[config.mk]
export PLATFORM = sky130hd
export DESIGN_NAME = outline_text_coordinate_shifter
export DESIGN_NICKNAME = d
export VERILOG_FILES = /design/src/sv/octs_pkg.sv /design/src/sv/octs_queue.sv /design/src/sv/octs_front.sv /design/src/sv/octs_back.sv /design/src/sv/outline_text_coordinate_shifter.sv
export SDC_FILE = /design/constraint.sdc
export NUM_CORES = 1
export LEC_CHECK = 0
export ABC_AREA = 0
export BUFFER_PORTS_ARGS = -buffer_cell sky130_fd_sc_hd__clkbuf_2
export CAP_MARGIN = 15
export CORE_MARGIN = 3
export CORE_UTILIZATION = 55
export CTS_CLUSTER_SIZE = 8
export DETAILED_ROUTE_END_ITERATION = 8
export PLACE_DENSITY = 0.72
export SLEW_MARGIN = 5
export SYNTH_ARGS = -nofsm -noshare
export SYNTH_HDL_FRONTEND = slang
export SYNTH_SLANG_ARGS = --single-unit
[constraint.sdc]
create_clock -name clk -period 7.5 [get_ports clk]
set_input_delay 1.5 -clock clk [delete_from_list [all_inputs] [get_ports clk]]
set_output_delay 1.5 -clock clk [all_outputs]
set_load 0.02 [all_outputs]
[src/sv/octs_pkg.sv]
`default_nettype none

package octs_pkg;

	// Default coordinate width and the depth of the command queue.
	localparam int COORD_BITS_DEF = 16;
	localparam int QUEUE_DEPTH = 4;

	// Width of the offset registers.
	localparam int OFFSET_BITS = 16;

	// Characters that the scanner and the printer care about.
	localparam logic [7:0] CH_NUL = 8'h00;
	localparam logic [7:0] CH_NL = 8'h0A;
	localparam logic [7:0] CH_SPACE = 8'h20;
	localparam logic [7:0] CH_ZERO = 8'h30;
	localparam logic [7:0] CH_NINE = 8'h39;

	// Configuration register indexes.
	localparam logic CFG_X_OFFSET = 1'b0;
	localparam logic CFG_Y_OFFSET = 1'b1;

	// Work handed from the scanner to the printer.
	typedef enum logic [1:0] {
		CMD_BYTE,
		CMD_NUM,
		CMD_TERM
	} cmd_kind_t;

	typedef struct packed {
		cmd_kind_t kind;
		logic [7:0] text;
		logic term;
	} cmd_t;

	// Number of decimal digits needed for the largest value of a given width.
	function automatic int dec_digits(input int bits);
		logic [63:0] v;
		int n;
		begin
			v = (64'd1 << bits) - 64'd1;
			n = 0;
			for (int i = 0; i < 20; i++) begin
				if (v != 64'd0) begin
					n = n + 1;
					v = v / 64'd10;
				end
			end
			dec_digits = (n == 0) ? 1 : n;
		end
	endfunction

endpackage

`default_nettype wire

[src/sv/octs_queue.sv]
`default_nettype none

module octs_queue #(
	parameter int WIDTH = 8,
	parameter int DEPTH = 4
) (
	input wire logic clk,
	input wire logic arst_n,
	input wire logic wr_valid,
	output logic wr_ready,
	input wire logic [WIDTH-1:0] wr_data,
	output logic rd_valid,
	input wire logic rd_ready,
	output logic [WIDTH-1:0] rd_data
);

	localparam int PW = (DEPTH > 1) ? $clog2(DEPTH) : 1;
	localparam int CW = $clog2(DEPTH + 1);

	logic [WIDTH-1:0] mem_q [DEPTH];
	logic [PW-1:0] wr_ptr_q;
	logic [PW-1:0] rd_ptr_q;
	logic [CW-1:0] count_q;
	logic do_wr;
	logic do_rd;

	assign wr_ready = (count_q != CW'(DEPTH));
	assign rd_valid = (count_q != '0);
	assign rd_data = mem_q[rd_ptr_q];
	assign do_wr = wr_valid && wr_ready;
	assign do_rd = rd_valid && rd_ready;

	// Storage is written at the tail only.
	always_ff @(posedge clk) begin
		if (do_wr) begin
			mem_q[wr_ptr_q] <= wr_data;
		end
	end

	// Pointers wrap at the depth; the count tracks the fill level.
	always_ff @(posedge clk or negedge arst_n) begin
		if (!arst_n) begin
			wr_ptr_q <= '0;
			rd_ptr_q <= '0;
			count_q <= '0;
		end else begin
			if (do_wr) begin
				wr_ptr_q <= (wr_ptr_q == PW'(DEPTH - 1)) ? '0 : wr_ptr_q + 1'b1;
			end
			if (do_rd) begin
				rd_ptr_q <= (rd_ptr_q == PW'(DEPTH - 1)) ? '0 : rd_ptr_q + 1'b1;
			end
			if (do_wr && !do_rd) begin
				count_q <= count_q + 1'b1;
			end else if (do_rd && !do_wr) begin
				count_q <= count_q - 1'b1;
			end
		end
	end

endmodule

`default_nettype wire

[src/sv/octs_front.sv]
`default_nettype none

module octs_front #(
	parameter int COORD_BITS = 16
) (
	input wire logic clk,
	input wire logic arst_n,
	input wire logic cfg_valid,
	output logic cfg_ready,
	input wire logic cfg_index,
	input wire logic [octs_pkg::OFFSET_BITS-1:0] cfg_data,
	input wire logic in_valid,
	output logic in_ready,
	input wire logic [7:0] in_byte,
	output logic push_valid,
	input wire logic push_ready,
	output octs_pkg::cmd_t push_cmd,
	output logic [COORD_BITS-1:0] push_value
);

	import octs_pkg::*;

	localparam int CW = (COORD_BITS > OFFSET_BITS) ? COORD_BITS : OFFSET_BITS;
	localparam int AW = COORD_BITS + 4;

	typedef enum logic [1:0] {
		M_SKIP,
		M_DIGITS,
		M_TAIL,
		M_TEXT
	} mode_t;

	mode_t mode_q, mode_d;
	logic [COORD_BITS-1:0] num_q, num_d;
	logic y_q, y_d;
	logic [OFFSET_BITS-1:0] x_off_q;
	logic [OFFSET_BITS-1:0] y_off_q;

	logic accept;
	logic is_digit;
	logic is_gap;
	logic [3:0] dval;
	logic [AW-1:0] num_wide;
	logic [AW-1:0] acc;
	logic [COORD_BITS-1:0] acc_sat;
	logic [CW-1:0] num_ext;
	logic [CW-1:0] off_ext;
	logic [CW-1:0] diff;
	logic [COORD_BITS-1:0] clamped;
	logic push_req;
	cmd_t cmd;

	assign cfg_ready = 1'b1;
	assign in_ready = push_ready;
	assign accept = in_valid && in_ready;

	// Character classes.
	assign is_digit = (in_byte >= CH_ZERO) && (in_byte <= CH_NINE);
	assign is_gap = (in_byte == CH_SPACE) || (in_byte == CH_NL);
	assign dval = in_byte[3:0];

	// Decimal accumulation, saturating at the largest coordinate.
	assign num_wide = AW'(num_q);
	assign acc = (num_wide << 3) + (num_wide << 1) + AW'(dval);
	assign acc_sat = (acc[AW-1:COORD_BITS] != '0) ? '1 : acc[COORD_BITS-1:0];

	// Offset subtraction with the result clamped at zero.
	assign num_ext = CW'(num_q);
	assign off_ext = CW'(y_q ? y_off_q : x_off_q);
	assign diff = num_ext - off_ext;
	assign clamped = (num_ext > off_ext) ? diff[COORD_BITS-1:0] : '0;

	// Scanner: decide the next mode and the command this item produces.
	always_comb begin
		mode_d = mode_q;
		num_d = num_q;
		y_d = y_q;
		push_req = 1'b0;
		cmd.kind = CMD_BYTE;
		cmd.text = in_byte;
		cmd.term = 1'b0;
		if (in_byte == CH_NUL) begin
			push_req = 1'b1;
			cmd.term = 1'b1;
			unique case (mode_q)
				M_DIGITS, M_TAIL: cmd.kind = CMD_NUM;
				M_TEXT: begin
					cmd.kind = CMD_BYTE;
					cmd.text = CH_NL;
				end
				default: cmd.kind = CMD_TERM;
			endcase
			mode_d = M_SKIP;
			num_d = '0;
			y_d = 1'b0;
		end else begin
			unique case (mode_q)
				M_SKIP: begin
					if (!is_gap) begin
						if (is_digit) begin
							num_d = COORD_BITS'(dval);
							mode_d = M_DIGITS;
						end else begin
							push_req = 1'b1;
							mode_d = M_TEXT;
						end
					end
				end
				M_DIGITS, M_TAIL: begin
					if (in_byte == CH_SPACE) begin
						push_req = 1'b1;
						cmd.kind = CMD_NUM;
						num_d = '0;
						y_d = !y_q;
						mode_d = M_SKIP;
					end else if (mode_q == M_DIGITS) begin
						if (is_digit) begin
							num_d = acc_sat;
						end else begin
							mode_d = M_TAIL;
						end
					end
				end
				M_TEXT: begin
					push_req = 1'b1;
					if (in_byte == CH_NL) begin
						y_d = 1'b0;
						mode_d = M_SKIP;
					end
				end
				default: mode_d = M_SKIP;
			endcase
		end
	end

	assign push_valid = accept && push_req;
	assign push_cmd = cmd;
	assign push_value = clamped;

	// Scanner state and the offset registers.
	always_ff @(posedge clk or negedge arst_n) begin
		if (!arst_n) begin
			mode_q <= M_SKIP;
			num_q <= '0;
			y_q <= 1'b0;
			x_off_q <= '0;
			y_off_q <= '0;
		end else begin
			if (accept) begin
				mode_q <= mode_d;
				num_q <= num_d;
				y_q <= y_d;
			end
			if (cfg_valid && cfg_ready) begin
				unique case (cfg_index)
					CFG_X_OFFSET: x_off_q <= cfg_data;
					CFG_Y_OFFSET: y_off_q <= cfg_data;
					default: x_off_q <= x_off_q;
				endcase
			end
		end
	end

endmodule

`default_nettype wire

[src/sv/octs_back.sv]
`default_nettype none

module octs_back #(
	parameter int COORD_BITS = 16
) (
	input wire logic clk,
	input wire logic arst_n,
	input wire logic cmd_valid,
	output logic cmd_ready,
	input wire octs_pkg::cmd_t cmd,
	input wire logic [COORD_BITS-1:0] cmd_value,
	output logic out_valid,
	input wire logic out_ready,
	output logic [7:0] out_byte,
	output logic out_last
);

	import octs_pkg::*;

	localparam int MAXD = dec_digits(COORD_BITS);
	localparam int DIDX = (MAXD > 1) ? $clog2(MAXD) : 1;
	localparam int CNTW = $clog2(MAXD + 1);
	localparam int SHIFT = COORD_BITS + 3;
	localparam int QW = COORD_BITS - 3;
	localparam logic [63:0] RECIP_FULL = ((64'd1 << SHIFT) + 64'd9) / 64'd10;
	localparam logic [COORD_BITS-1:0] RECIP = RECIP_FULL[COORD_BITS-1:0];

	typedef enum logic [2:0] {
		ST_IDLE,
		ST_CONV,
		ST_DIGIT,
		ST_SPACE,
		ST_TERM
	} state_t;

	state_t state_q;
	logic [COORD_BITS-1:0] val_q;
	logic [CNTW-1:0] cnt_q;
	logic [3:0] dig_q [MAXD];
	logic term_q;
	logic out_valid_q;
	logic [7:0] out_byte_q;
	logic out_last_q;

	logic slot_free;
	logic out_load;
	logic [2*COORD_BITS-1:0] prod;
	logic [QW-1:0] quot;
	logic [COORD_BITS-1:0] quot_ext;
	logic [COORD_BITS-1:0] rem_full;
	logic [CNTW-1:0] cnt_m1;

	// The output register can take a new item once the current one is gone.
	assign slot_free = !out_valid_q || out_ready;
	assign out_valid = out_valid_q;
	assign out_byte = out_byte_q;
	assign out_last = out_last_q;

	// The sequencer loads a new item into the output register this cycle.
	assign out_load = (state_q == ST_IDLE) ?
		(cmd_valid && cmd_ready && (cmd.kind != CMD_NUM)) :
		((state_q == ST_DIGIT || state_q == ST_SPACE || state_q == ST_TERM) && slot_free);

	// One decimal digit per cycle: divide by ten through the reciprocal.
	assign prod = val_q * RECIP;
	assign quot = prod[2*COORD_BITS-1:SHIFT];
	assign quot_ext = COORD_BITS'(quot);
	assign rem_full = val_q - ((quot_ext << 3) + (quot_ext << 1));
	assign cnt_m1 = cnt_q - 1'b1;

	// Commands are taken in the idle state; numbers go off to the converter.
	always_comb begin
		cmd_ready = 1'b0;
		if (state_q == ST_IDLE && cmd_valid) begin
			cmd_ready = (cmd.kind == CMD_NUM) || slot_free;
		end
	end

	// Printer sequencer with the output register.
	always_ff @(posedge clk or negedge arst_n) begin
		if (!arst_n) begin
			state_q <= ST_IDLE;
			val_q <= '0;
			cnt_q <= '0;
			for (int i = 0; i < MAXD; i++) begin
				dig_q[i] <= '0;
			end
			term_q <= 1'b0;
			out_valid_q <= 1'b0;
			out_byte_q <= '0;
			out_last_q <= 1'b0;
		end else begin
			if (out_valid_q && out_ready && !out_load) begin
				out_valid_q <= 1'b0;
			end
			unique case (state_q)
				ST_IDLE: begin
					if (cmd_valid && cmd_ready) begin
						term_q <= cmd.term;
						if (cmd.kind == CMD_NUM) begin
							val_q <= cmd_value;
							cnt_q <= '0;
							state_q <= ST_CONV;
						end else if (cmd.kind == CMD_TERM) begin
							out_valid_q <= 1'b1;
							out_byte_q <= CH_NUL;
							out_last_q <= 1'b1;
						end else begin
							out_valid_q <= 1'b1;
							out_byte_q <= cmd.text;
							out_last_q <= 1'b0;
							if (cmd.term) begin
								state_q <= ST_TERM;
							end
						end
					end
				end
				ST_CONV: begin
					dig_q[cnt_q[DIDX-1:0]] <= rem_full[3:0];
					cnt_q <= cnt_q + 1'b1;
					val_q <= quot_ext;
					if (quot_ext == '0) begin
						state_q <= ST_DIGIT;
					end
				end
				ST_DIGIT: begin
					if (slot_free) begin
						out_valid_q <= 1'b1;
						out_byte_q <= CH_ZERO + {4'd0, dig_q[cnt_m1[DIDX-1:0]]};
						out_last_q <= 1'b0;
						cnt_q <= cnt_m1;
						if (cnt_q == CNTW'(1)) begin
							state_q <= ST_SPACE;
						end
					end
				end
				ST_SPACE: begin
					if (slot_free) begin
						out_valid_q <= 1'b1;
						out_byte_q <= CH_SPACE;
						out_last_q <= 1'b0;
						state_q <= term_q ? ST_TERM : ST_IDLE;
					end
				end
				ST_TERM: begin
					if (slot_free) begin
						out_valid_q <= 1'b1;
						out_byte_q <= CH_NUL;
						out_last_q <= 1'b1;
						state_q <= ST_IDLE;
					end
				end
				default: state_q <= ST_IDLE;
			endcase
		end
	end

endmodule

`default_nettype wire

[src/sv/outline_text_coordinate_shifter.sv]
`default_nettype none

// Rewrites outline text one byte per item and shifts its coordinates. Number
// tokens are read as decimal (saturating at 2^COORD_BITS - 1), reduced by the
// X or the Y offset in turn, clamped at zero and printed again followed by a
// space; other tokens pass through up to their newline, which restarts at X.
// A 0 byte ends the set: any pending token is flushed and a 0 item with tlast
// follows. Input bytes are taken one per cycle into a four-entry command
// queue while it has room; text bytes leave one per cycle while m_tready is
// high; a number is first converted one decimal digit per cycle in the
// divide-by-ten converter, then its digits and a space are sent; the
// printer takes no new item while it converts and prints a number. Offsets
// are written through the cfg channel, which is always ready; the user must
// write them only while the block is idle: the block does not enforce this.
module outline_text_coordinate_shifter #(
	parameter int COORD_BITS = octs_pkg::COORD_BITS_DEF
) (
	input wire logic clk,
	input wire logic arst_n,
	input wire logic cfg_valid,
	output logic cfg_ready,
	input wire logic cfg_index,
	input wire logic [octs_pkg::OFFSET_BITS-1:0] cfg_data,
	input wire logic s_tvalid,
	output logic s_tready,
	input wire logic [7:0] s_tdata, // [7:0] in_byte
	output logic m_tvalid,
	input wire logic m_tready,
	output logic [7:0] m_tdata, // [7:0] out_byte
	output logic m_tlast
);

	import octs_pkg::*;

	localparam int QW = $bits(cmd_t) + COORD_BITS;

	logic push_valid;
	logic push_ready;
	cmd_t push_cmd;
	logic [COORD_BITS-1:0] push_value;
	logic [QW-1:0] rd_data;
	logic pop_valid;
	logic pop_ready;
	cmd_t pop_cmd;
	logic [COORD_BITS-1:0] pop_value;

	// Scanner: classifies bytes and holds the offsets.
	octs_front #(
		.COORD_BITS(COORD_BITS)
	) u_front (
		.clk(clk),
		.arst_n(arst_n),
		.cfg_valid(cfg_valid),
		.cfg_ready(cfg_ready),
		.cfg_index(cfg_index),
		.cfg_data(cfg_data),
		.in_valid(s_tvalid),
		.in_ready(s_tready),
		.in_byte(s_tdata),
		.push_valid(push_valid),
		.push_ready(push_ready),
		.push_cmd(push_cmd),
		.push_value(push_value)
	);

	// Command queue between the scanner and the printer.
	octs_queue #(
		.WIDTH(QW),
		.DEPTH(QUEUE_DEPTH)
	) u_queue (
		.clk(clk),
		.arst_n(arst_n),
		.wr_valid(push_valid),
		.wr_ready(push_ready),
		.wr_data({push_value, push_cmd}),
		.rd_valid(pop_valid),
		.rd_ready(pop_ready),
		.rd_data(rd_data)
	);

	assign pop_cmd = rd_data[$bits(cmd_t)-1:0];
	assign pop_value = rd_data[QW-1:$bits(cmd_t)];

	// Printer: converts numbers and drives the output stream.
	octs_back #(
		.COORD_BITS(COORD_BITS)
	) u_back (
		.clk(clk),
		.arst_n(arst_n),
		.cmd_valid(pop_valid),
		.cmd_ready(pop_ready),
		.cmd(pop_cmd),
		.cmd_value(pop_value),
		.out_valid(m_tvalid),
		.out_ready(m_tready),
		.out_byte(m_tdata),
		.out_last(m_tlast)
	);

endmodule

`default_nettype wire
# Word level (Yosys, flattened, before mapping)
# Memories as Yosys holds them, arrays and structs flattened.
# Index checks and enable logic that the tools add are counted.
# W data, S select, Z words.
# classes
div,0
reduce_logical,50
eq_ne,34
magnitude_cmp,6
n_bitwise,3
n_mux,83
mul,1
n_addsub,12
n_shift,0
# op_table
op,n
$mux W16,11
$pmux W16 S2,2
$mux W8,7
$mux W3,15
$mul A16 B16 Y32 const B,1
$pmux W8 S4,1
$mux W2,11
$mux W1,21
$add A19 B17 Y20,1
$add A20 B4 Y20,1
$bwmux W20,1
$gt A16 B16 Y1,1
$logic_not A16 Y1,1
$sub A16 B16 Y16,1
$pmux W3 S5,1
$reduce_bool A3 Y1,5
$logic_and A1 B1 Y1,13
$bmux W4 S3,1
$demux W4 S3,1
$mux W4,3
$ne A2 B1 Y1 const B,6
$ne A3 B3 Y1 const B,4
$reduce_and A6 Y1,2
$eq A2 B2 Y1 const B,5
other kinds (42),73
# word_totals
reg_bits,111
out_inout_bits,12
word_cells,210
mem_bits_rw,108
latchBits,0
inputBits,30
rom_bits,0
memories,1
# memory_table
name,words,word_bits,read_ports,rd_clocked_by_memory_dff,wr,line,text
u_queue.mem_q,4,27,1,0,1,octs_queue.sv:20,logic [WIDTH-1:0] mem_q [DEPTH];

# Longest topological paths before layout
# Gate-level depths: netlist (run 1).
# depth
word_depth,13
mapped_depth,23
depth_no_buf,23

# Cells and area by module
# From an unflattened synthesis (run 1), not the netlist that was laid out.
# unflattened
cells_unflattened,1446
area_unflattened_um2,16189.3
# modules_own_cells
mod,cells_per_inst,n_inst,area_per_inst_um2
octs_back,805,1,7548.5
octs_queue,177,1,4330.4
octs_front,464,1,4310.4

# Worst setup path before layout (run 1)
# OpenSTA, ideal clock, no wires.
# synth_path
path_kind,register to register
start,reg u_back.val_q[6]
end,reg u_back.dig_q[11] in the netlist's numbering
stages_incl_launch_ff,22
path_slack_ns,1.541
t_arrival_ns,5.835
required_ns,7.375
setup_ns,0.125
cell_sequence,dfrtp_1 ha_1 inv_1 fa_1 inv_1 fa_1 fa_1 fa_1 inv_1 fa_1 inv_1 ha_1 nand4_1 or3_1 a21oi_1 a21oi_1 xnor2_1 ha_1 a21oi_1 xnor2_1 xnor2_1 mux2_2
# synth_between
elab_chain_cells,4
# synth_rtl
element,line,text
from (decl),octs_back.sv:37,logic [COORD_BITS-1:0] val_q;
from (signal assigned),octs_back.sv:101,val_q <= cmd_value;
from (signal assigned),octs_back.sv:121,val_q <= quot_ext;
$mul A16 B16 Y32,octs_back.sv:65,assign prod = val_q * RECIP;
$add A4 B4 Y4,octs_back.sv:68,assign rem_full = val_q - ((quot_ext << 3) + (quot_ext << 1));
$sub A4 B4 Y4,octs_back.sv:68,
$bwmux W20,octs_back.sv:119,dig_q[cnt_q[DIDX-1:0]] <= rem_full[3:0];
"to (signal, indexed assignment)",octs_back.sv:119,
to (decl),octs_back.sv:39,logic [3:0] dig_q [MAXD];
# No other way between the ends.
# A chain may end at the register's enable or synchronous reset.

# Final worst setup path (run 1)
# layout_path
start,reg u_back.val_q[6]
end,reg u_back.dig_q[7] in the netlist's numbering
# Same word-level chain as after synthesis.

==> impl_metrics.csv, run 1 <==
group,metric,value,unit
cts,cts_tree,"built",
synthesis,synthesis.area,0.0157,mm2
sta,fin_setup_tns,0,ns
placement,dp_hpwl,25400,um
synthesis,async_flop_share,50.7,%
run_status,status,"finished, final reports clean",
placement,io_buffers,40,
detailed_routing,vias,10300,
grt,grt_max_degree,67,
grt,grt_pass1_wl,55200,um
sta,fin_worst_skew,0.0221,ns
cts,cts_buffers,31,
detailed_routing,drc,0,
synthesis,syn_nets,1673,
sta,hold_viol,0,
synthesis,synth_ff_type,"dfrtp_1",
sta,fin_crit_sh,87.4,%
floorplanning,die_y,175,um
setup_path,cp-start-kind,"register",
synthesis,syn_area_per_cell,11.5,um2
cells_and_area,fin_nets,1716,
cts,htree_levels,1,
sta,setup_violations,0,
detailed_routing,vias_per_cell,5.71,
setup_path,end_kind,"register",
cells_and_area,diodes,0,
cells_and_area,fillers,2260,
sta,slew_viol_final,0,
setup_path,crit_path_max_fanout,6,
synthesis,synth-seq-cells,219,
floorplanning,core,0.0279,mm2
detailed_routing,routed_wl,33300,um
cells_and_area,layout_common_cells,"inv_1, ha_1, dfrtp_1",
sta,fin_crit,6.56,ns
synthesis,netlist_top_cells_area,"edfxtp_1, dfrtp_1, ha_1",
floorplanning,dieArea,0.0306,mm2
synthesis,synth.top_cell.area_share,20.7,%
synthesis,synth_top_cell_by_area,"edfxtp_1",
cts,clk_pin_slew,0.05,ns
worst_hold_path,min_path_type,"reg -> reg",
placement,gp_congestion,0.913,
cts,cts-root-buf,"clkbuf_16",
setup_path,cp.arrival,6.98,ns
grt,grtUsageTotal,22.3,%
cells_and_area,final_common_cell,"inv_1",
synthesis,ys_seq_area_share,38.4,%
detailed_routing,drtPass1Iterations,7,
detailed_routing,wl_per_cell,18.5,um
grt,first_global_vias,10816,
job,maxCapViolations,0,
setup_path,criticalPathCategory,"reg -> reg",
cts,clockBufferDepth,3,
detailed_routing,ant_nets,0,
cells_and_area,drive_above_1_share,13.3,%
cts,clk_latency,0.54,ns
cts,cts-resized-gates,0,
synthesis,yosysUniqueCellTypes,72,
floorplanning,die_w,175,um
synthesis,synth_warnings,0,
cts,post_cts_buffers,0,
sta,rsz0062_at_grt,"false",
synthesis,synth_edf_count,108,
floorplanning,rows,61,
sta,max_freq,153,MHz
detailed_routing,drtIter0Drc,609,
grt,antenna_found_initial,0,
cts,cts_hold_buf,0,
setup_path,cp.required,7.92,ns
cells_and_area,syn_to_final_growth,9.37,%
sta,worstMarginPinSlew,0.972,ns
synthesis,syn_inst,1365,
grt,overflow,0,
floorplanning,top_level_ports,42,
sta,relSlewSlack,35.2,%
floorplanning,start_util,56.2,%
cts,cts.sinks,219,
## state kept, by name (all words and copies together) (netlist names)
register          count
u_front.y_q           1
u_back.dig_q         20
u_back.state_q        3
u_back.term_q         1
u_back.out_byte       8
u_back.out_last       1
u_back.out_valid      1
u_queue.mem_q       108
u_front.x_off_q      16
u_front.num_ext      16
u_front.mode_q        2
u_queue.wr_ptr_q      2
u_queue.rd_ptr_q      2
u_queue.count_q       3
u_front.y_off_q      16
u_back.cnt_q          3
u_back.val_q         16
## area by class of cell
cell class                      count  area (um2)  share of cell area, %
Clock buffer                       50         867                   5.05
Sequential cell                   219        6020                   35.1
Inverter                          196         736                   4.29
Timing Repair Buffer               51         285                   1.66
Tap cell                          378         473                   2.76
Multi-Input combinational cell    909        8770                   51.1
Clock inverter                      1        8.76                 0.0510
## cells in the mapped netlist, types with 23 or more instances
master    instances
mux2_2           52
clkbuf_1         29
a21oi_1          48
nand2_1          73
ha_1            195
dfrtp_1         111
inv_1           196
nor2_1           67
mux4_2           31
edfxtp_1        108
o21ai_0          40
fa_1             83
a21o_1           23
xnor2_1          28
## critical path, cell delays in order (launching register included)
cell and delay (ns):
dfrtp_1 0.45, ha_1 0.39, inv_1 0.08, fa_1 0.55
inv_1 0.06, fa_1 0.51, fa_1 0.52, fa_1 0.54
inv_1 0.05, fa_1 0.53, inv_1 0.04, ha_1 0.32
nand4_1 0.12, or3_1 0.35, a21oi_1 0.38, a21oi_1 0.23
xnor2_1 0.24, ha_1 0.29, a21oi_1 0.16, xnor2_1 0.15
xnor2_1 0.16, mux2_2 0.30
## routing by layer
layer / up-vias / GRT usage, % / routed length, um
li1: 4904 / - / -
met1: 5107 / 28.4 / 13900
met2: 217 / 40.1 / 17100
met3: 72 / 2.46 / 1270
met4: 0 / 6.62 / 1050
met5: - / 0 / 0
## path summary, 6_finish.rpt
| check | start | end | slack [ns] | cells after the start |
|---|---|---|---|---|
| worst min register to register | u_back.dig_q[1] | u_back.dig_q[1] | 0.47 | 2 |
| worst max-delay path | u_back.val_q[6] | u_back.dig_q[7] | 0.94 | 21 |
| max in group asynchronous | arst_n | u_queue.rd_ptr_q[0] | 5.19 | 2 |
| min in group asynchronous | arst_n | u_front.mode_q[1] | 0.96 | 1 |
| worst min-delay path | u_back.dig_q[1] | u_back.dig_q[1] | 0.47 | 2 |
| worst max register to register | u_back.val_q[6] | u_back.dig_q[7] | 0.94 | 21 |
## metrics by stage
stage	hold WS (ns)	instances	cell area [um2]	util [%]	worst slack, ns
global placement	0.456	1753	16300	58.3	1.08
CTS	0.474	1804	17200	61.4	0.974
detailed placement	0.463	1753	16300	58.3	0.992
global route	0.490	1804	17200	61.4	0.628
floorplan	0.442	1365	15700	-	1.54
finish	0.470	1804	17200	61.4	0.944
## cell families (layout without fill, tap and decap cells)
group / Yosys count / in the layout / share of synthesized area (%)
muxes: 102 / 102 / 9.39
other: 1 / 1 / 0.0239
buffers and inverters: 237 / 298 / 5.76
and+or+nand+nor: 247 / 247 / 7.59
AOI/OAI and AO/OA: 234 / 234 / 10.1
xor gates and xnor gates: 47 / 47 / 2.62
DFF: 219 / 219 / 38.4
adders and majority gates: 278 / 278 / 26.1
Power of run 1 is not shown: default switching activity piles up to over one toggle a cycle in this logic, so the estimate is an artifact.
==> run 2: changes to the inputs <==
PLACE_DENSITY = 0.74   (was 0.72)
clock period = 5.6 ns   (was 7.5 ns; I/O delays follow)
==> impl_metrics.csv, run 2 (synthesis gave the netlist of run 1 again) <==
group,metric,value,unit
floorplanning,start_util,56.2,%
detailed_routing,wl_per_cell,18.3,um
sta,max_freq,169,MHz
setup_path,cp-start-kind,"register",
cts,cts_tree,"built",
cells_and_area,largest_register,"u_queue.mem_q",
cts,clockBufferDepth,3,
cells_and_area,diodes,0,
cts,cts-root-buf,"clkbuf_16",
cts,clk_latency,0.56,ns
placement,dp_hpwl,26700,um
sta,hold_viol,0,
detailed_routing,drc,0,
grt,overflow,0,
cells_and_area,largest_register_ffs,108,
cells_and_area,fillers,2102,
cts,cts.sinks,219,
detailed_routing,routed_wl,35000,um
cells_and_area,final_common_cell,"inv_1",
run_status,violations,"negative setup slack",
setup_path,cp.arrival,6.37,ns
placement,io_buffers,40,
cells_and_area,drive_above_1_share,22.4,%
setup_path,end_kind,"register",
cells_and_area,fin_nets,1817,
sta,worstMarginPinSlew,0.906,ns
detailed_routing,drtIter0Drc,553,
cells_and_area,layout_common_cells,"inv_1, ha_1, buf_4",
run_status,status,"finished, violations left",
cts,htree_levels,1,
sta,slew_viol_final,0,
sta,rsz0062_at_grt,"true",
grt,grtUsageTotal,23.4,%
cells_and_area,syn_to_final_growth,16.6,%
job,maxCapViolations,0,
sta,finalWorstSetupSlack,-0.333,ns
cells_and_area,reg.largest.list,"u_queue.mem_q x108, u_back.dig_q x20",
setup_path,crit_path_max_fanout,5,
sta,relSlewSlack,39.6,%
floorplanning,rows,61,
sta,setup_violations,15,
grt,grt_max_degree,66,
detailed_routing,vias_per_cell,5.63,
cts,clk_pin_slew,0.05,ns
placement,placed_cell_area,0.0171,mm2
cells_and_area,multiInputGateArea,0.00913,mm2
floorplanning,die_w,175,um
setup_path,cp.required,6.04,ns
cells_and_area,regArea,0.00603,mm2
sta,fin_crit_sh,106,%
sta,fin_worst_skew,0.0242,ns
placement,dp_slack,-0.431,ns
grt,antenna_found_initial,0,
detailed_routing,drtPass1Iterations,5,
floorplanning,dieArea,0.0306,mm2
cells_and_area,stdcell_count,1907,
placement,gp_congestion,0.950,
grt,first_global_vias,11350,
floorplanning,die_y,175,um
floorplanning,core,0.0279,mm2
worst_hold_path,min_path_type,"reg -> reg",
detailed_routing,vias,10728,
cells_and_area,fin_area,0.0183,mm2
cts,cts_buffers,31,
placement,dp.cells,1839,
detailed_routing,ant_nets,0,
floorplanning,top_level_ports,42,
setup_path,criticalPathCategory,"reg -> reg",
sta,fin_crit,5.93,ns
grt,grt_pass1_wl,57700,um
sta,fin_setup_tns,-3.08,ns
run 2: through the flow:
step                      utilization, %  hold WS (ns)
final                               65.5         0.465
after floorplan                        -         0.442
after global routing                65.5         0.504
after global placement              61.0         0.456
after CTS                           65.0         0.477
after detailed placement            61.0         0.466
run 2: final cells by class:
| class | instances | share of cell area, % |
|---|---|---|
| multi-input cells | 909 | 49.9 |
| flip-flops and latches | 219 | 33.0 |
| repair buffers | 152 | 5.70 |
| clock buffers | 51 | 4.65 |
| inverters | 196 | 4.02 |
| well taps | 378 | 2.59 |
| clock inverters | 2 | 0.150 |
run 2: path summary, 6_finish.rpt:
path / slack [ns] / startpoint / cells after the start / to
min reg2reg: 0.47 / u_back.dig_q[1] / 2 / u_back.dig_q[1]
min in group asynchronous: 0.66 / arst_n / 1 / u_front.num_ext[2]
min: 0.47 / u_back.dig_q[1] / 2 / u_back.dig_q[1]
max reg2reg: -0.33 / u_back.val_q[2] / 21 / u_back.dig_q[19]
max: -0.33 / u_back.val_q[2] / 21 / u_back.dig_q[19]
max in group asynchronous: 3.74 / arst_n / 2 / u_front.y_off_q[15]
run 2: critical path: stages (launching register included):
cell and delay (ns):
dfrtp_2 0.46, ha_4 0.29, inv_2 0.04, fa_1 0.49
inv_1 0.05, fa_1 0.46, fa_1 0.48, fa_1 0.49
inv_1 0.05, fa_1 0.52, inv_2 0.05, ha_4 0.28
nand4_1 0.14, or3_4 0.37, a21oi_4 0.25, a21oi_4 0.10
xnor2_2 0.15, ha_1 0.33, a21oi_2 0.20, xnor2_2 0.16
xnor2_2 0.15, mux2_4 0.30
run 2: metal layers:
layer / up-vias / part of all wire, % / GRT usage, %
met4: 0 / 3.6 / 8.34
met1: 5314 / 42 / 30.1
li1: 5101 / - / -
met5: - / 0 / 0
met2: 233 / 51 / 41.3
met3: 80 / 3.6 / 2.35
run 2: what timing repair did:
| item | CTS | global route |
|---|---|---|
| hold buffers | 0 | 0 |
| resized for setup | 26 | 23 |
| gates cloned | 0 | 0 |
| pin swaps | 23 | 20 |
| buffers inserted | 9 | 6 |
| setup endpoints to repair | 18 | 27 |
Power of run 2 is left out for the same reason.
